<file path="config.mk">
export PLATFORM = sky130hd
export DESIGN_NAME = sdbmt_front
export DESIGN_NICKNAME = d
export VERILOG_FILES = /design/src/rtl/sdbmt_pkg.sv /design/src/rtl/sdbmt_front.sv
export SDC_FILE = /design/constraint.sdc
export NUM_CORES = 1
export LEC_CHECK = 0
export BUFFER_PORTS_ARGS = -buffer_cell sky130_fd_sc_hd__buf_4
export CAP_MARGIN = 20
export CORE_ASPECT_RATIO = 1.25
export CORE_MARGIN = 1
export CORE_UTILIZATION = 40
export DETAILED_ROUTE_END_ITERATION = 12
export GPL_TIMING_DRIVEN = 0
export PLACE_DENSITY = 0.76
export SLEW_MARGIN = 25
export SYNTH_ARGS = -nofsm -noshare
export SYNTH_HDL_FRONTEND = slang
export SYNTH_SLANG_ARGS = --single-unit
</file>
<file path="constraint.sdc">
create_clock -name clk -period 2.6 [get_ports clk]
set_input_delay 0.52 -clock clk [delete_from_list [all_inputs] [get_ports clk]]
set_output_delay 0.52 -clock clk [all_outputs]
set_load 0.005 [all_outputs]
</file>
<file path="src/rtl/sdbmt_pkg.sv">
// Shared types and constants for the sdbm hashed direct-mapped table.
// No dependencies; every other file in rtl/ imports this package.
package sdbmt_pkg;

	// Default configuration
	localparam int TABLE_SIZE_DEF  = 1024;
	localparam int VALUE_WIDTH_DEF = 32;

	// Fixed field widths
	localparam int DATA_W  = 32;
	localparam int SLOT_W  = 12;
	localparam int BYTE_W  = 8;

	// sdbm shift amounts
	localparam int HASH_SH_A = 6;
	localparam int HASH_SH_B = 16;

	// Depth of the command queue between front and back
	localparam int Q_DEPTH = 2;

	// Operation codes
	typedef enum logic [1:0] {
		FUNC_ADD_LABEL = 2'd0,
		FUNC_ADD_SLOT  = 2'd1,
		FUNC_GET_LABEL = 2'd2,
		FUNC_GET_SLOT  = 2'd3
	} func_t;

	// Result status codes
	typedef enum logic [1:0] {
		ST_OK    = 2'd0,
		ST_TAKEN = 2'd1,
		ST_RANGE = 2'd2,
		ST_EMPTY = 2'd3
	} status_t;

	// One classified command, ready for table access
	typedef struct packed {
		func_t              func;
		logic               oor;
		logic [SLOT_W-1:0]  slot;
		logic [DATA_W-1:0]  value;
	} cmd_t;

endpackage

</file>
<file path="src/rtl/sdbmt_front.sv">
// Front end: accepts words, accumulates the sdbm hash, reduces it to a slot
// and pushes classified commands into the queue. Depends on sdbmt_pkg.
module sdbmt_front #(
	parameter int TABLE_SIZE = sdbmt_pkg::TABLE_SIZE_DEF
) (
	input  logic                          clk,
	input  logic                          arst_n,
	input  logic                          start,
	input  sdbmt_pkg::func_t              func,
	input  logic [sdbmt_pkg::BYTE_W-1:0]  label_byte,
	input  logic [sdbmt_pkg::SLOT_W-1:0]  slot_number,
	input  logic [sdbmt_pkg::DATA_W-1:0]  item_value,
	input  logic                          clearing,
	input  logic                          q_full,
	output logic                          busy,
	output logic                          push,
	output sdbmt_pkg::cmd_t               push_data
);
	import sdbmt_pkg::*;

	localparam int AW = (TABLE_SIZE > 1) ? $clog2(TABLE_SIZE) : 1;
	localparam int RW = AW + 1;
	// floor(2^32 / TABLE_SIZE): quotient estimate is low by at most one
	localparam logic [DATA_W-1:0] RECIP = DATA_W'((64'd1 << DATA_W) / TABLE_SIZE);

	logic [DATA_W-1:0] hash_q;
	logic              mod_busy_q;
	logic              cnt_q;
	logic [DATA_W-1:0] div_q;
	logic [DATA_W-1:0] qest_q;
	func_t             pend_func_q;
	logic [DATA_W-1:0] pend_val_q;

	logic                accept;
	logic                slot_op;
	logic                mod_last;
	logic                advance;
	logic                slot_push;
	logic                label_push;
	logic [2*DATA_W-1:0] prod;
	logic [RW-1:0]       step_t;
	logic [RW-1:0]       step_r;
	logic [AW-1:0]       rem_next;
	logic [DATA_W-1:0]   hash_next;
	logic                slot_oor;

	// Accept when the table is ready, no reduction runs and the queue has room
	assign busy    = clearing || mod_busy_q || q_full;
	assign accept  = start && !busy;
	assign slot_op = (func == FUNC_ADD_SLOT) || (func == FUNC_GET_SLOT);

	// First reduction step: multiply by the reciprocal to estimate the quotient
	assign prod = (2*DATA_W)'(div_q) * (2*DATA_W)'(RECIP);

	// Second reduction step: remainder from the estimate, then at most one subtract
	always_comb begin
		step_t = div_q[RW-1:0] - qest_q[RW-1:0] * RW'(TABLE_SIZE);
		if (step_t >= RW'(TABLE_SIZE)) begin
			step_r = step_t - RW'(TABLE_SIZE);
		end else begin
			step_r = step_t;
		end
		rem_next = step_r[AW-1:0];
	end

	assign mod_last   = mod_busy_q && cnt_q;
	assign advance    = mod_busy_q && !(mod_last && q_full);
	assign slot_push  = accept && slot_op;
	assign label_push = mod_last && !q_full;
	assign push       = slot_push || label_push;

	// sdbm step: byte + (h << 6) + (h << 16) - h, wrapping at 32 bits
	assign hash_next = DATA_W'(label_byte) + (hash_q << HASH_SH_A)
		+ (hash_q << HASH_SH_B) - hash_q;

	assign slot_oor = {1'b0, slot_number} >= (SLOT_W+1)'(TABLE_SIZE);

	// Build the queue word from the finished reduction or the slot operation
	always_comb begin
		if (mod_busy_q) begin
			push_data.func  = pend_func_q;
			push_data.oor   = 1'b0;
			push_data.slot  = SLOT_W'(rem_next);
			push_data.value = pend_val_q;
		end else begin
			push_data.func  = func;
			push_data.oor   = slot_oor;
			push_data.slot  = slot_number;
			push_data.value = item_value;
		end
	end

	// Hash accumulator and reduction control
	always_ff @(posedge clk or negedge arst_n) begin
		if (!arst_n) begin
			hash_q     <= '0;
			mod_busy_q <= 1'b0;
			cnt_q      <= 1'b0;
		end else if (accept && !slot_op) begin
			if (label_byte != '0) begin
				hash_q <= hash_next;
			end else begin
				hash_q     <= '0;
				mod_busy_q <= 1'b1;
				cnt_q      <= 1'b0;
			end
		end else if (advance) begin
			cnt_q <= 1'b1;
			if (mod_last) begin
				mod_busy_q <= 1'b0;
			end
		end
	end

	// Reduction datapath and pending operation
	always_ff @(posedge clk) begin
		if (accept && !slot_op && (label_byte == '0)) begin
			div_q       <= hash_q;
			pend_func_q <= func;
			pend_val_q  <= item_value;
		end else if (mod_busy_q && !cnt_q) begin
			qest_q <= prod[2*DATA_W-1:DATA_W];
		end
	end

endmodule

</file>
==> results.md <==
- Fill cells: 583
- CP arrival: 2640 ps
- Setup Buffers After CTS: 0
- Buffers on Ports: 107
- Core Util, Final: 0.560
- FF+latch count, synth: 56
- Reg clk slew, reported paths: 90 ps
- Critical path origin: hash_q[0]
- P_leak: 0.00164 uW
- Syn Nets: 281
- Finish-stage setup viols: 0
- Worst Hold Class: input port to async pin
- Die ar.: 7480 um^2
- Routed vias/inst: 4.85
- Final min period: 2460 ps
- Mean routed wirelength per cell: 14.4 um
- Area grow syn2layout: 36.1%
- Fin Setup TNS: 0 ps
- Yosys cell types: 37
- Final hold slack: 49.4 ps
- Vias in the first global route: 1,898
- Largest net degree at the start of global routing: 24
- CP max FO: 5
- Gp weighted congestion: 0.833
- Aggregate global routing overflow: 0
- Worst Setup Path Type: flip-flop to flip-flop
- Initial antenna violation count: 0
- Post-synth top cells: edfxtp_1, mux2_2, ha_1, inv_1
- Seq/Total Area, Yosys: 0.568
- Core area: 6930 um^2
- Top cell type's share of synthesized area: 0.463
- TritonCTS Buffers: 5
- Peak VDD IR: 0.336 mV
- FF+latch area: 1620 um^2
- Predominant post-synthesis flop cell: edfxtp_1
- Least-Margin Pin Slew: 761 ps
- First-pass GRT wire length: 9070 um
- Pwr Total: 2650 uW
- Initial core utilization: 0.411
- CTS Hold Buffers Added: 0
- R2r setup slk: 140 ps
- Final Hold Fails: 0
- Synth Cell Area: 2850 um^2
- Initial DRC count: 51
- GRT Overall Usage: 0.159
- Skew-Pair Late Insertion Delay: 290 ps
- Clock Skew: 6.59 ps
- Clock Path Buffers: 2
- Post-Syn Instances: 204
- Post-synth EDFFs: 44
- Final period util: 0.946
- Number of antenna-violating nets in the routed design: 0
- DRC Markers: 0
- Synth top area cells: edfxtp_1, mux2_2, dfrtp_1, ha_1, fa_1
- Yosys top cell by area: edfxtp_1
- Max Slew Vio Count: 0
- Pre-CTS WS: -172 ps
- Clock sinks: 56
- Critical path required time: 2780 ps
- Io pins: 108
- Clk root buf: clkbuf_8
- Rows: 34
- N_diodes: 0
- Share of layout cells above drive strength 1: 0.528
- Cell Pwr Density: 683 nW/um^2
- CP endpoint kind: flip-flop
- Outcome: finished, final reports clean
- Async SR Flop Fraction: 0.214
- FF-to-FF Start: hash_q[0]
- Die X: 77.5 um
- Routed WL: 5920 um
- Final #Nets: 396
- Multi-input logic area: 1150 um^2
- Via Count: 1,987
- Worst setup margin: 139 ps
- Max-slew headroom: 0.488
- Clock H-tree levels: 2
- Max Cap Viol: 0
- Mean Syn Cell Area: 14.0 um^2
- RSZ-0062 raised after global routing: false
- Fmax: 406 MHz
- Worst R2R Path Depth: 7
- Crit start category: flip-flop
- Worst setup path end: hash_q[9]
- CTS tree: yes
- Pre-antenna DRT Iters: 4
- Synth warn: 0
- Height of the die: 96.4 um
- Worst R2R End: hash_q[9]
- Post-DP HPWL: 4690 um
==> per-stage QoR <==
stage	std cells	instance area (um^2)
finish	410	3880
global route	410	3880
CTS	410	3870
detailed placement	401	3770
global placement	401	3770
floorplan	204	2860
==> power by group <==
part	leakage (uW)	internal, uW	switching (uW)
combinational	0.00105	555	513
sequential	0.000543	1060	68.3
clock	0.0000455	218	242
total	0.00164	1830	823
==> critical path: stages (launching register included) <==
cell and delay [ps]:
dfrtp_2 450, fa_1 580, ha_4 240, a21o_1 200, a31o_2 250, or3_1 350
a31oi_1 180, o22ai_1 90
==> cells in the final DEF, fill, tap and decap left out, types with 3 or more instances in the layout <==
| master | instances |
|---|---|
| clkbuf_1 | 7 |
| xor2_1 | 5 |
| buf_4 | 107 |
| edfxtp_1 | 44 |
| o21ai_1 | 7 |
| ha_1 | 14 |
| dfrtp_1 | 11 |
| a21oi_1 | 5 |
| fa_1 | 3 |
| mux2_2 | 44 |
| nand2_1 | 12 |
| clkbuf_8 | 6 |
| inv_1 | 14 |
| o21ai_0 | 4 |
| a21o_1 | 3 |
==> cells by family (layout without fill, tap and decap cells) <==
group,count (synthesis),count (layout),synth area share
AND/OR/NAND/NOR,27,27,0.0526
multiplexers,44,44,0.174
XOR/XNOR,7,7,0.0215
flip-flops,56,56,0.568
adder cells (fa/ha/maj),18,18,0.0868
buffers and inverters,23,139,0.0311
AO/OA/AOI/OAI,29,29,0.0658
==> state kept, by name, indices dropped and copies added (netlist names) <==
signal / flops
cnt_q: 1
hash_q: 10
div_q: 10
pend_val_q: 32
mod_busy_q: 1
pend_func_q: 2
==> routing by layer <==
metal | vias up | routed length [um] | global-route usage
met1 | 930 | 2360 | 0.185
met4 | 0 | 74 | 0.0566
met3 | 6 | 333 | 0.0291
met5 | - | 0 | 0
met2 | 71 | 3140 | 0.294
li1 | 980 | - | -
==> area by class of cell <==
type                    instances  area share
plain buffers                   7     0.00741
well taps                      90      0.0290
clock buffers                   8      0.0232
multi-input cells             125       0.297
inverters                      16      0.0164
repair inverters                1     0.00193
repair buffers                107       0.207
flip-flops and latches         56       0.418
==> worst min-delay path by stage <==
stage | endpoint | slack, ps
after global placement | hash_q[0] | 370
final | hash_q[0] | 50
after global routing | hash_q[0] | 40
after floorplan | cnt_q | 220
after CTS | hash_q[0] | 40
after detailed placement | hash_q[0] | 370
==> timing repair <==
action | CTS | global route
pin swaps | 0 | 1
gates cloned | 1 | 0
endpoints found under the setup margin | 45 | 24
gates resized for setup | 1 | 2
Note: power is estimated with default switching activity, not from simulation.
