[config.mk]
export PLATFORM = sky130hd
export DESIGN_NAME = sdbmt_queue
export DESIGN_NICKNAME = d
export VERILOG_FILES = /design/src/rtl/sdbmt_pkg.sv /design/src/rtl/sdbmt_queue.sv
export SDC_FILE = /design/constraint.sdc
export NUM_CORES = 1
export LEC_CHECK = 0
export BUFFER_PORTS_ARGS = -buffer_cell sky130_fd_sc_hd__buf_2
export CAP_MARGIN = 25
export CORE_MARGIN = 5
export CORE_UTILIZATION = 35
export CTS_CLUSTER_SIZE = 28
export DETAILED_ROUTE_END_ITERATION = 10
export PLACE_DENSITY = 0.53
export SLEW_MARGIN = 20
export SYNTH_ARGS = -nofsm -noshare
export SYNTH_HDL_FRONTEND = slang
export SYNTH_SLANG_ARGS = --single-unit
[constraint.sdc]
create_clock -name clk -period 4.5 [get_ports clk]
set_clock_uncertainty 0.2 [all_clocks]
set_input_delay 0.225 -clock clk [delete_from_list [all_inputs] [get_ports clk]]
set_output_delay 0.225 -clock clk [all_outputs]
set_load 0.01 [all_outputs]
[src/rtl/sdbmt_pkg.sv]
// Shared types and constants for the sdbm hashed direct-mapped table.
// No dependencies; every other file in rtl/ imports this package.
package sdbmt_pkg;

	// Default configuration
	localparam int TABLE_SIZE_DEF  = 1024;
	localparam int VALUE_WIDTH_DEF = 32;

	// Fixed field widths
	localparam int DATA_W  = 32;
	localparam int SLOT_W  = 12;
	localparam int BYTE_W  = 8;

	// sdbm shift amounts
	localparam int HASH_SH_A = 6;
	localparam int HASH_SH_B = 16;

	// Depth of the command queue between front and back
	localparam int Q_DEPTH = 2;

	// Operation codes
	typedef enum logic [1:0] {
		FUNC_ADD_LABEL = 2'd0,
		FUNC_ADD_SLOT  = 2'd1,
		FUNC_GET_LABEL = 2'd2,
		FUNC_GET_SLOT  = 2'd3
	} func_t;

	// Result status codes
	typedef enum logic [1:0] {
		ST_OK    = 2'd0,
		ST_TAKEN = 2'd1,
		ST_RANGE = 2'd2,
		ST_EMPTY = 2'd3
	} status_t;

	// One classified command, ready for table access
	typedef struct packed {
		func_t              func;
		logic               oor;
		logic [SLOT_W-1:0]  slot;
		logic [DATA_W-1:0]  value;
	} cmd_t;

endpackage

[src/rtl/sdbmt_queue.sv]
// Short command queue between front end and table back end.
// Depends on sdbmt_pkg for the command word type and depth.
module sdbmt_queue (
	input  logic            clk,
	input  logic            arst_n,
	input  logic            push,
	input  sdbmt_pkg::cmd_t push_data,
	input  logic            pop,
	output sdbmt_pkg::cmd_t pop_data,
	output logic            full,
	output logic            empty
);
	import sdbmt_pkg::*;

	localparam int PW = (Q_DEPTH > 1) ? $clog2(Q_DEPTH) : 1;
	localparam int CW = $clog2(Q_DEPTH + 1);

	cmd_t          ent_q [Q_DEPTH];
	logic [PW-1:0] wr_ptr_q;
	logic [PW-1:0] rd_ptr_q;
	logic [CW-1:0] count_q;
	logic          do_push;
	logic          do_pop;

	assign full     = (count_q == CW'(Q_DEPTH));
	assign empty    = (count_q == '0);
	assign do_push  = push && !full;
	assign do_pop   = pop && !empty;
	assign pop_data = ent_q[rd_ptr_q];

	// Advance pointers and occupancy
	always_ff @(posedge clk or negedge arst_n) begin
		if (!arst_n) begin
			wr_ptr_q <= '0;
			rd_ptr_q <= '0;
			count_q  <= '0;
		end else begin
			if (do_push) begin
				wr_ptr_q <= (wr_ptr_q == PW'(Q_DEPTH - 1)) ? '0 : wr_ptr_q + 1'b1;
			end
			if (do_pop) begin
				rd_ptr_q <= (rd_ptr_q == PW'(Q_DEPTH - 1)) ? '0 : rd_ptr_q + 1'b1;
			end
			if (do_push && !do_pop) begin
				count_q <= count_q + 1'b1;
			end else if (do_pop && !do_push) begin
				count_q <= count_q - 1'b1;
			end
		end
	end

	// Store the incoming word
	always_ff @(posedge clk) begin
		if (do_push) begin
			ent_q[wr_ptr_q] <= push_data;
		end
	end

endmodule

==> run summary, run 1 <==
The flow ran to the end, and the final reports show no timing, DRC or antenna violations. For the number of gates resized after CTS, the log shows 0. The number of antenna diodes in the final layout is 0.

The number of distinct library cell variants in the gate-level netlist after synthesis is 15. The number of DRC markers in iteration 0 was 75; the maximum vdd ir drop was 0.224 mV. Summed over all nets, wire length on met3 after detailed routing comes to 576 um.

Dividing the detail-routed via count by the number of cells gives 4.21. In this run the mean area of a mapped cell was 22.2 um2. The tools report the final count of pins violating max slew as 0. The number of buffer and inverter instances along the worst setup path is 2.

The maximum level of the CTS H-tree came out at 3. The path class of the tightest hold or removal check is input port to flop. Global routing used 10.4% of the available tracks across all layers. The clock net sink count came out at 98. For the worst setup path, the data required time is 4070 ps. The worst hold path terminates at wr_ptr_q$_DFFE_PN0P_. Synthesis produced 165 cells. Area fraction of the dominant cell type after synthesis: 77.0%. In this run, CTS created clock tree buffers numbering 9.

The tools report the sum of net half-perimeters after detailed placement as 4230 um. Clock transition at the registers of the reported paths: 90 ps. The net switching power figure is 0.837 mW, and the net count after synthesis is 217.

At the worst endpoint, the arrival time is 2230 ps. For the global-route wire length before repair, the log shows 10,300 um. The worst path meets setup with 1840 ps of slack. The die covers 12,600 um2. Entering global routing, the biggest net connects 39 pins.

The slowest cell on the critical path is dfrtp_2. Residual antenna-violating net count after detailed routing: 0. In this run the power density over the cells is 570 nW/um2. The worst pin sits at a relative slew slack of 36.2%. On the critical path the largest part of the delay comes from flip-flops.

The final layout contains routed wiring with a total length of 6750 um. By area the synthesized netlist is led by edfxtp_1, mux2_2, mux2_4. The worst setup path is launched from a flop. The final critical path takes up 59.0% of the cycle. Summed over all failing endpoints, the final setup total negative slack is 0 ps. The part of the total power dissipated in the clock network is 21.1%, and the number of instances on the worst hold path is 3.

The top-level port count was 100. Internal power comes to 2.03 mW. The startpoint of the worst-slack reg-to-reg timing path is count_q[0]$_DFFE_PN0P_. The tools report the routed metal-1 wire length as 2960 um.

TritonCTS built the clock tree. The number of nets in the layout is 375. The clock passes through at most 2 buffers.

After synthesis the netlist holds a flip-flop and latch count of 98. Routed wire length on met2: 3170 um. For the number of antenna violations at the first check in global routing, the log shows 0.

For the pin with the worst max-slew slack, the measured transition is 957 ps. At the later pin of the worst-skew pair, clock insertion delay measures 340 ps. The tools report the share of the yosys chip area belonging to registers as 79.7%. For the total standard cell area after synthesis, the log shows 3670 um2. The endpoint of the most critical register-to-register path is ent_q[0][0]$_DFFE_PP_. The depth of the worst register-to-register path is 4, and the fraction of power consumed by sequential logic is 47.8%. For this run, the top clock speed supported by timing is 0.376 GHz. Across the run, the number of max-cap violations was 0. The top layer used by detailed routing is met4. The number of hold-slack violations in the final timing report is 0, and the area growth from synthesis to layout is 37.4%.

The type of destination of the critical path was an output port. Of all nets on the critical path, the largest fanout is 38. The first-pass iteration count of the detailed router is 4.

Setup slack on the worst reg-to-reg path comes out at 2200 ps. DRC violation count after routing: 0. In this run the tool buffered the top-level ports with 99 buffer cells. Height of the die: 112 um. The tools report the via count of the first global-routing pass as 2,064.

The detailed router placed 1,955 vias in this run. At the placement stage, the worst setup path has a slack of 2140 ps. The tree is rooted in a clkbuf_8. Critical path's largest stage delay: 1010 ps. The core region is 10,300 um2.

The kind of critical path was flop to output port. Dividing the detail-routed wire length by the instance count gives 14.5 um. The share of total power dissipated in combinational logic is 31.1%. The tools report the startpoint of the lowest-slack hold path as push. In this run the static leakage power is 1.97 nW.

Setup repair after global routing left no endpoint under its margin. The critical path goes through buf_4, mux2_2, buf_2. Fill cells in the final layout number 878. At the end of routability-driven placement, the weighted congestion stood at 0.651. The global-route congestion overflow total is 0.

The setup-violating endpoint count in the final report was 0; the share of final-layout standard cells stronger than drive strength 1 was 50.9%. The effective utilization at floorplan was 35.7%. During synthesis, Yosys emitted a total of 0 warnings.

The die is 112 um wide. The floorplan has 37 rows. Net switching is 29.2% of the power. The minimum period implied by the final worst setup slack came out at 2660 ps.

The largest area contributor in the synthesized netlist is edfxtp_1.
==> per-layer routing <==
metal	vias up	GRT usage, %
met5	-	0
met4	0	3.13
met3	5	3.77
met2	82	17.1
met1	912	12.9
li1	956	-
==> worst max-delay path by stage <==
stage	start	cells past startpoint	endpoint
after floorplan	count_q[0]$_DFFE_PN0P_	3	ent_q[0][0]$_DFFE_PP_
after global placement	rd_ptr_q$_DFFE_PN0P_	3	pop_data[25]
after detailed placement	count_q[0]$_DFFE_PN0P_	4	ent_q[0][33]$_DFFE_PP_
after CTS	rd_ptr_q$_DFFE_PN0P_	3	pop_data[25]
after global routing	rd_ptr_q$_DFFE_PN0P_	3	pop_data[25]
final	rd_ptr_q$_DFFE_PN0P_	3	pop_data[25]
==> timing repair <==
item	4_1_cts	5_1_grt
setup endpoints to repair	0	0
hold buffers	50	0
endpoints found under the hold margin	99	0
buffers inserted	0	0
==> final cells by class <==
class / instances / area (um2) / area share [%]
Sequential cell: 98 / 2920 / 58.0
Tap cell: 136 / 170 / 3.38
Clock buffer: 10 / 128 / 2.53
Timing Repair Buffer: 152 / 1020 / 20.2
Clock inverter: 6 / 90.1 / 1.79
Multi-Input combinational cell: 60 / 702 / 13.9
Inverter: 2 / 7.51 / 0.149
==> cell usage in the layout, fill, tap and decap left out, types with 2 or more instances in the layout <==
cell and n:
buf_2 99, edfxtp_1 94, dlygate4sd3_1 50, mux2_2 27, mux2_4 20, clkbuf_8 9
xnor2_1 3, dfrtp_1 3, buf_4 3, inv_1 2, nor2_1 2, xor2_1 2
bufinv_16 2
==> stage by stage <==
step                utilization (%)  hold slack (ps)  instances  total power [mW]  cell area, um2
floorplan                         -             -271        165              1.96            3670
global placement               42.1             -164        398              2.27            4320
detailed placement             42.1             -162        398              2.28            4320
CTS                            49.0             30.9        464              2.92            5040
global route                   49.0             39.3        464              3.03            5040
finish                         49.0             56.6        464              2.87            5040
==> power groups by stage <==
stage / sequential (mW) / clock, mW / combinational, mW
6_report: 1.37 / 0.605 / 0.893
3_3_place_gp: 1.40 / 0 / 0.872
2_1_floorplan: 1.32 / 0 / 0.641
5_1_grt: 1.40 / 0.664 / 0.970
4_1_cts: 1.38 / 0.626 / 0.915
3_5_place_dp: 1.40 / 0 / 0.878
==> state kept, by name, indices dropped and copies added, names as in the netlist <==
name	flops
wr_ptr_q	1
count_q	2
ent_q	94
rd_ptr_q	1
==> cells in the mapped netlist <==
library cell,instances
xnor2_1,3
mux2_4,20
inv_1,2
nand2_1,1
edfxtp_1,94
nor2_1,3
and3_1,1
nand2b_1,1
buf_6,3
buf_2,2
dfrtp_1,4
o21ai_0,1
ha_1,1
xor2_1,2
mux2_2,27
==> cells by family after synthesis <==
logic type	count (synthesis)	synth area share (%)
AO/OA/AOI/OAI	1	0.136
buffers and inverters	7	1.40
adder cells (fa/ha/maj)	1	0.341
XOR/XNOR	5	1.19
flip-flops	98	79.7
AND/OR/NAND/NOR	6	0.751
multiplexers	47	16.5
==> worst reg2reg max path, stage by stage, from the launching register on <==
cell      delay [ps]
dfrtp_1          430
nand2b_1         160
nand2_1          140
nor2_4           570
buf_4            450
(Power assumes the default switching activity.)
==> inputs of run 2 (changes only) <==
- clock period: 4.5 -> 2.63 ns (I/O delays scaled with it)
==> run summary, run 2 (same netlist as run 1, synthesis figures left out) <==
The run finished with clean final reports. From left edge to right edge, the die measures 112 um. The clock transition at the registers of the reported paths came out at 100 ps.

The per-cell via count in the routed design works out to 4.35. In the post-route analysis, the smallest setup slack over all paths is 505 ps. The tools report the number of DRC markers in iteration 0 as 64.

The global-route wire length before repair came out at 11,100 um. The depth of the worst register-to-register path was 3. The logs give 0 for the setup-violating endpoint count in the final report and 49.4% for the utilization after layout. The cell depth of the worst setup path works out to 3. The analysis attributes to net switching a power of 1.47 mW.

The origin of the worst setup path is rd_ptr_q$_DFFE_PN0P_. The share of total power dissipated in sequential elements is 46.4%. The clock network burns 19.7% of the power.

The worst register-to-register path begins at count_q[0]$_DFFE_PN0P_. Derived from the worst setup path, the maximum achievable clock frequency is 0.470 GHz. STA classifies the critical path endpoint as an output port. The run gives 37 as the cell row count. The run gives 9 as the number of buffers created by CTS. At the end of routability-driven placement, the weighted congestion stood at 0.727. The tools report the top-level port count as 100. The final clock period utilization by the worst path was 80.8%. The global-route congestion overflow total was 0.

The worst setup path is launched from a flop. The clock passes through at most 2 buffers. Power spread over the standard cell area amounts to 966 nW/um2. The design draws 4.90 mW. The fraction of power consumed by combinational cells came out at 33.8%. Number of cells after detailed placement: 400. TritonCTS built the clock tree. The first-pass iteration count of the detailed router was 4.

End point of the critical path: pop_data[46]. The data arrival time of the worst path was 1790 ps. In this run the critical register-to-register path is captured at ent_q[1][12]$_DFFE_PP_. The H-tree was split into 3 levels. The effective utilization at floorplan is 35.7%, and the critical path's largest stage delay is 620 ps.

The count of buffers added on input and output ports is 99. Summed over all nets, wire length on met3 after detailed routing comes to 500 um. The switching part of the total power came out at 30.0%. The register with the most flip-flops in the layout has 94 of them. The number of buffer and inverter instances along the worst setup path is 2, and the number of antenna violations at the first check in global routing is 0. The detailed router placed 2,033 vias in this run. For this run, design rule violations remaining after detail routing come to 0. The floorplan step defined a die boundary enclosing 12,600 um2. For the pin with the worst max-slew slack, the measured transition is 441 ps.

The core region is 10,300 um2. Global routing used 11.3% of the available tracks. The tools report the number of hold-slack violations in the final timing report as 0.

The number of setup buffers added after CTS is 0. Hold is met by 295 ps. The worst hold path belongs to the class input port to flop. The library cell used most frequently in the layout, excluding fill and tap cells, is buf_2. The cell sitting at the root of the clock tree is a clkbuf_8. The non-filler instance count after layout was 467. The aggregate negative setup slack was 0 ps; the clock net sink count was 98. Entering global routing, the biggest net connects 36 pins. 0 antenna diodes ended up in the layout. The via count of the first global-routing pass came out at 2,225.

The critical path is of the flop to output port type. From synthesis to final layout, the design area changed by 38.3%. Summing all placed instances gives a cell area of 4360 um2.

The logs give 0.431 mV for the maximum vdd ir drop and 70.6% for the worst max-slew margin expressed relative to the limit. The logs give 2300 ps for the critical path data required time and 3240 um for the routed metal-1 wire length. The largest registers in the layout are ent_q: 94 flops, count_q: 2 flops.

The tool flagged a number of max-cap violations equal to 0. The top layer used by detailed routing is met4. The static leakage is 1.98 nW, and the design internal power is 3.43 mW. Traced cell by cell, the critical path runs through buf_12, mux2_2, buf_2.

The residual antenna-violating net count after detailed routing is 0, and the sum of net half-perimeters after detailed placement is 4470 um. The post-detailed-route wirelength per cell is 14.9 um. The die is 112 um tall. The number of nets in the layout came out at 378. Of the cells placed in the final design, the portion with a size suffix greater than 1 is 51.1%. The run gives 6960 um as the final wirelength. Insertion delay to the later sink of the worst-skew pair: 340 ps. Setup repair after global routing left no endpoint under its margin. The slowest cell on the critical path is dfrtp_2. The top cell types in the final layout, fill and taps aside, are buf_2, edfxtp_1, dlygate4sd3_1.

Final count of pins violating max slew: 0. The finished cells cover 5070 um2. The largest register by flop count was ent_q. For the minimum setup slack after placement, the log shows 753 ps. Along the worst path, the maximum fanout reaches 35. The worst setup slack for register-to-register paths is 790 ps. Routed wire length on met2: 3160 um. Among cell families on the critical path, the largest total delay comes from flip-flops. After layout, the minimum clock period comes to 2130 ps.
## run 2: cell count changes in the layout (fill, tap and decap cells not counted)
cell           delta
buf_12            +2
bufinv_16         -1
clkbuf_1          -1
clkinv_1          +1
clkinv_2          -1
clkinv_4          +1
dlygate4sd3_1     +1
inv_6             +1
## run 2: final cells by class
class / instances / area [um2]
multi-input cells: 60 / 702
inverters: 2 / 7.51
repair buffers: 155 / 1070
clock inverters: 7 / 76.3
well taps: 136 / 170
fillers: 918 / 5200
flip-flops and latches: 98 / 2920
clock buffers: 9 / 124
## run 2: worst register-to-register path, delay by kind of cell, from the launching register on
family	cells	cell delay, ps
buffers and inverters	1	270
flip-flops	1	420
AND/OR/NAND/NOR	2	650
## run 2: worst min-delay path by stage
stage	end	depth (start not counted)	slack (ps)	startpoint
floorplan	count_q[0]$_DFFE_PN0P_	0	-360	arst_n
global placement	count_q[1]$_DFFE_PN0P_	1	-250	arst_n
detailed placement	count_q[0]$_DFFE_PN0P_	1	-250	arst_n
CTS	ent_q[1][17]$_DFFE_PP_	2	270	push_data[17]
global route	ent_q[1][34]$_DFFE_PP_	2	280	push_data[34]
finish	ent_q[1][34]$_DFFE_PP_	2	290	push_data[34]
## run 2: routing by layer
metal	up-vias	track usage, %
met5	-	0
met4	0	4.09
met3	6	3.40
met2	79	18.2
met1	983	14.6
li1	965	-
## run 2: what timing repair did
action	4_1_cts	5_1_grt
hold buffers	51	0
endpoints found under the hold margin	100	0
gates resized for setup	0	0
endpoints found under the setup margin	0	0
## run 2: power by group through the flow
stage          Sequential, mW  Combinational (mW)  Clock, mW
2_1_floorplan            2.26                1.10          0
3_3_place_gp             2.30                1.65          0
3_5_place_dp             2.32                1.64          0
4_1_cts                  2.28                1.71       1.00
5_1_grt                  2.31                1.81       1.07
6_report                 2.27                1.66      0.967
==> inputs of run 3 (changes only) <==
- PLACE_DENSITY: 0.53 -> 0.55
- clock period: 2.63 -> 1.85 ns (I/O delays scaled with it)
==> run summary, run 3 (same netlist as run 1, synthesis figures left out) <==
The type of the tightest min-delay check is input port to flop. The cell row count is 37, and the number of buffer and inverter instances along the worst setup path is 3. Dividing the detail-routed via count by the number of cells gives 4.34.

The run gives 98 as the clock net sink count. Cells with a size suffix above 1 make up 52.9% of the layout. Counting I/O delays and the setup requirement, the final critical path takes 1830 ps. The actual slew at the worst max-slew pin came out at 247 ps.

The number of instances on the worst hold path was 2. Measured in cells, the most critical reg-to-reg path has a length of 3. The run gives 20.5 ps as the final setup slack of the worst path. The final weighted congestion in routability-driven placement was 0.733. Utilization after layout: 53.4%. The library cell used most frequently in the layout, excluding fill and tap cells, is edfxtp_1. Number of DRC markers in iteration 0: 60. The post-detailed-route wirelength per cell came out at 15.5 um. The first-pass iteration count of the detailed router was 3. The layout has 822 filler cells.

The slowest stage of the critical path is the dfrtp_2 cell. The count of nets left with antenna violations once routing finished came out at 0. The largest register by flop count is ent_q. The logs give 1560 ps for the critical path data required time and 0 for the antenna diode count. Across the run, the number of max-cap violations was 0. The number of nets in the layout was 387; the insertion delay to the later sink of the worst-skew pair was 350 ps. The total power draw was 7.86 mW; the highest net fanout along the worst path was 8. The routed layout has 2,066 vias. The top cell types in the final layout, fill and taps aside, are edfxtp_1, buf_2, dlygate4sd3_1. Library cell used as clock root buffer: clkbuf_8. STA puts the critical path data arrival time at 1540 ps. Static timing analysis puts the maximum clock frequency at 0.547 GHz. Number of antenna violations at the first check in global routing: 0.

Input and output buffers added on the ports amount to 99. The first global-routing pass estimated 11,400 um of wire. The run gives 3 as the maximum level of the CTS H-tree. Entering global routing, the biggest net connects 35 pins.

The overall routing resource usage came out at 11.7%. STA classifies the critical path startpoint as a flop. The tools report the number of hold-slack violations in the final timing report as 0.

In this run the deepest clock path goes through 2 buffers. The logs give 2.18 nW for the static leakage and 0 for the setup-violating endpoint count in the final report. The worst setup path is captured at an output port. The final wirelength is 7390 um. The cell depth of the worst setup path is 4, and the effective utilization at floorplan is 35.7%. For the minimum setup slack after placement, the log shows 169 ps.

The register with the most flip-flops in the layout has 94 of them. TritonCTS built the clock tree. The via count of the first global-routing pass was 2,254; the areal power density over the cells was 1430 nW/um2. Traced cell by cell, the critical path runs through buf_12, clkbuf_16, mux2_4, buf_6.

Across the VDD grid, the largest voltage drop is 0.846 mV. The core region is 10,300 um2. The critical path's largest stage delay was 440 ps; the sum of net half-perimeters after detailed placement was 4580 um. The final critical path takes up 98.9% of the cycle. The number of buffers created by CTS came out at 9. The height of the die is 112 um. The flow ran to the end, and the final reports show no timing, DRC or antenna violations.

Global routing finished with a remaining overflow of 0. The area growth from synthesis to layout works out to 49.8%. In the final layout, the registers with the most flip-flops are ent_q: 94 flops, count_q: 2 flops. The final count of pins violating max slew came out at 0. Kind of critical path: flop to output port. Setup repair after global routing could not meet its margin everywhere. In this design, the largest share of critical-path delay is due to flip-flops.

The floorplan step defined a die boundary enclosing 12,600 um2. The floorplan step set the die width to 112 um. The top-level port count was 100. After clock tree synthesis, the clock-pin slew on the worst setup and hold paths is 90 ps.

After detailed routing, the number of remaining DRC violations is 0. The worst pin sits at a relative slew slack of 83.4%.
[run 3: changes by cell type in the layout (fill, tap and decap cells not counted), sizes merged]
cell      previous run  this run
buf                104       111
clkbuf               9        12
clkinvlp             1         2
inv                  4         2
[run 3: through the flow]
| stage | setup TNS, ps | instances | hold WS (ps) | cell area [um2] |
|---|---|---|---|---|
| after global routing | -861 | 476 | 239 | 5490 |
| after detailed placement | 0 | 404 | -293 | 4440 |
| after global placement | 0 | 404 | -296 | 4440 |
| after floorplan | -4310 | 165 | -403 | 3690 |
| final | 0 | 476 | 261 | 5490 |
| after CTS | -126 | 472 | 235 | 5270 |
[run 3: per-layer routing]
metal,vias to the layer above,share of wire [%],GRT usage [%]
met1,1001,40,13.3
li1,983,-,-
met3,14,5.5,3.77
met5,-,0,0
met2,68,52,19.6
met4,0,2.2,6.49
[run 3: area by class of cell]
class	count	area (um2)	share of cell area, %
Tap cell	136	170	3.10
Timing Repair Buffer	164	1440	26.2
Clock buffer	10	128	2.32
Multi-Input combinational cell	60	758	13.8
Clock inverter	6	67.6	1.23
Sequential cell	98	2920	53.2
Inverter	2	7.51	0.137
[run 3: worst paths after layout]
kind                                   startpoint                endpoint  slack (ps)
min reg2reg                  wr_ptr_q$_DFFE_PN0P_    wr_ptr_q$_DFFE_PN0P_         350
max                          rd_ptr_q$_DFFE_PN0P_            pop_data[29]          20
max reg2reg                count_q[0]$_DFFE_PN0P_   ent_q[1][8]$_DFFE_PP_         160
min in group asynchronous                  arst_n  count_q[0]$_DFFE_PN0P_         440
min                                 push_data[32]  ent_q[1][32]$_DFFE_PP_         260
max in group asynchronous                  arst_n    rd_ptr_q$_DFFE_PN0P_         830
[run 3: repair_timing]
action / CTS / global route
cloned: 0 / 3
setup buffers: 1 / 1
hold buffers: 51 / 0
gates resized for setup: 18 / 31
setup endpoints to repair: 41 / 45
hold endpoints to repair: 100 / 0
[run 3: report_power, final]
part / internal (mW) / leakage [nW] / switching, mW
logic: 1.95 / 1.17 / 1.40
registers: 3.03 / 0.919 / 0.157
clock network: 0.627 / 0.0925 / 0.694
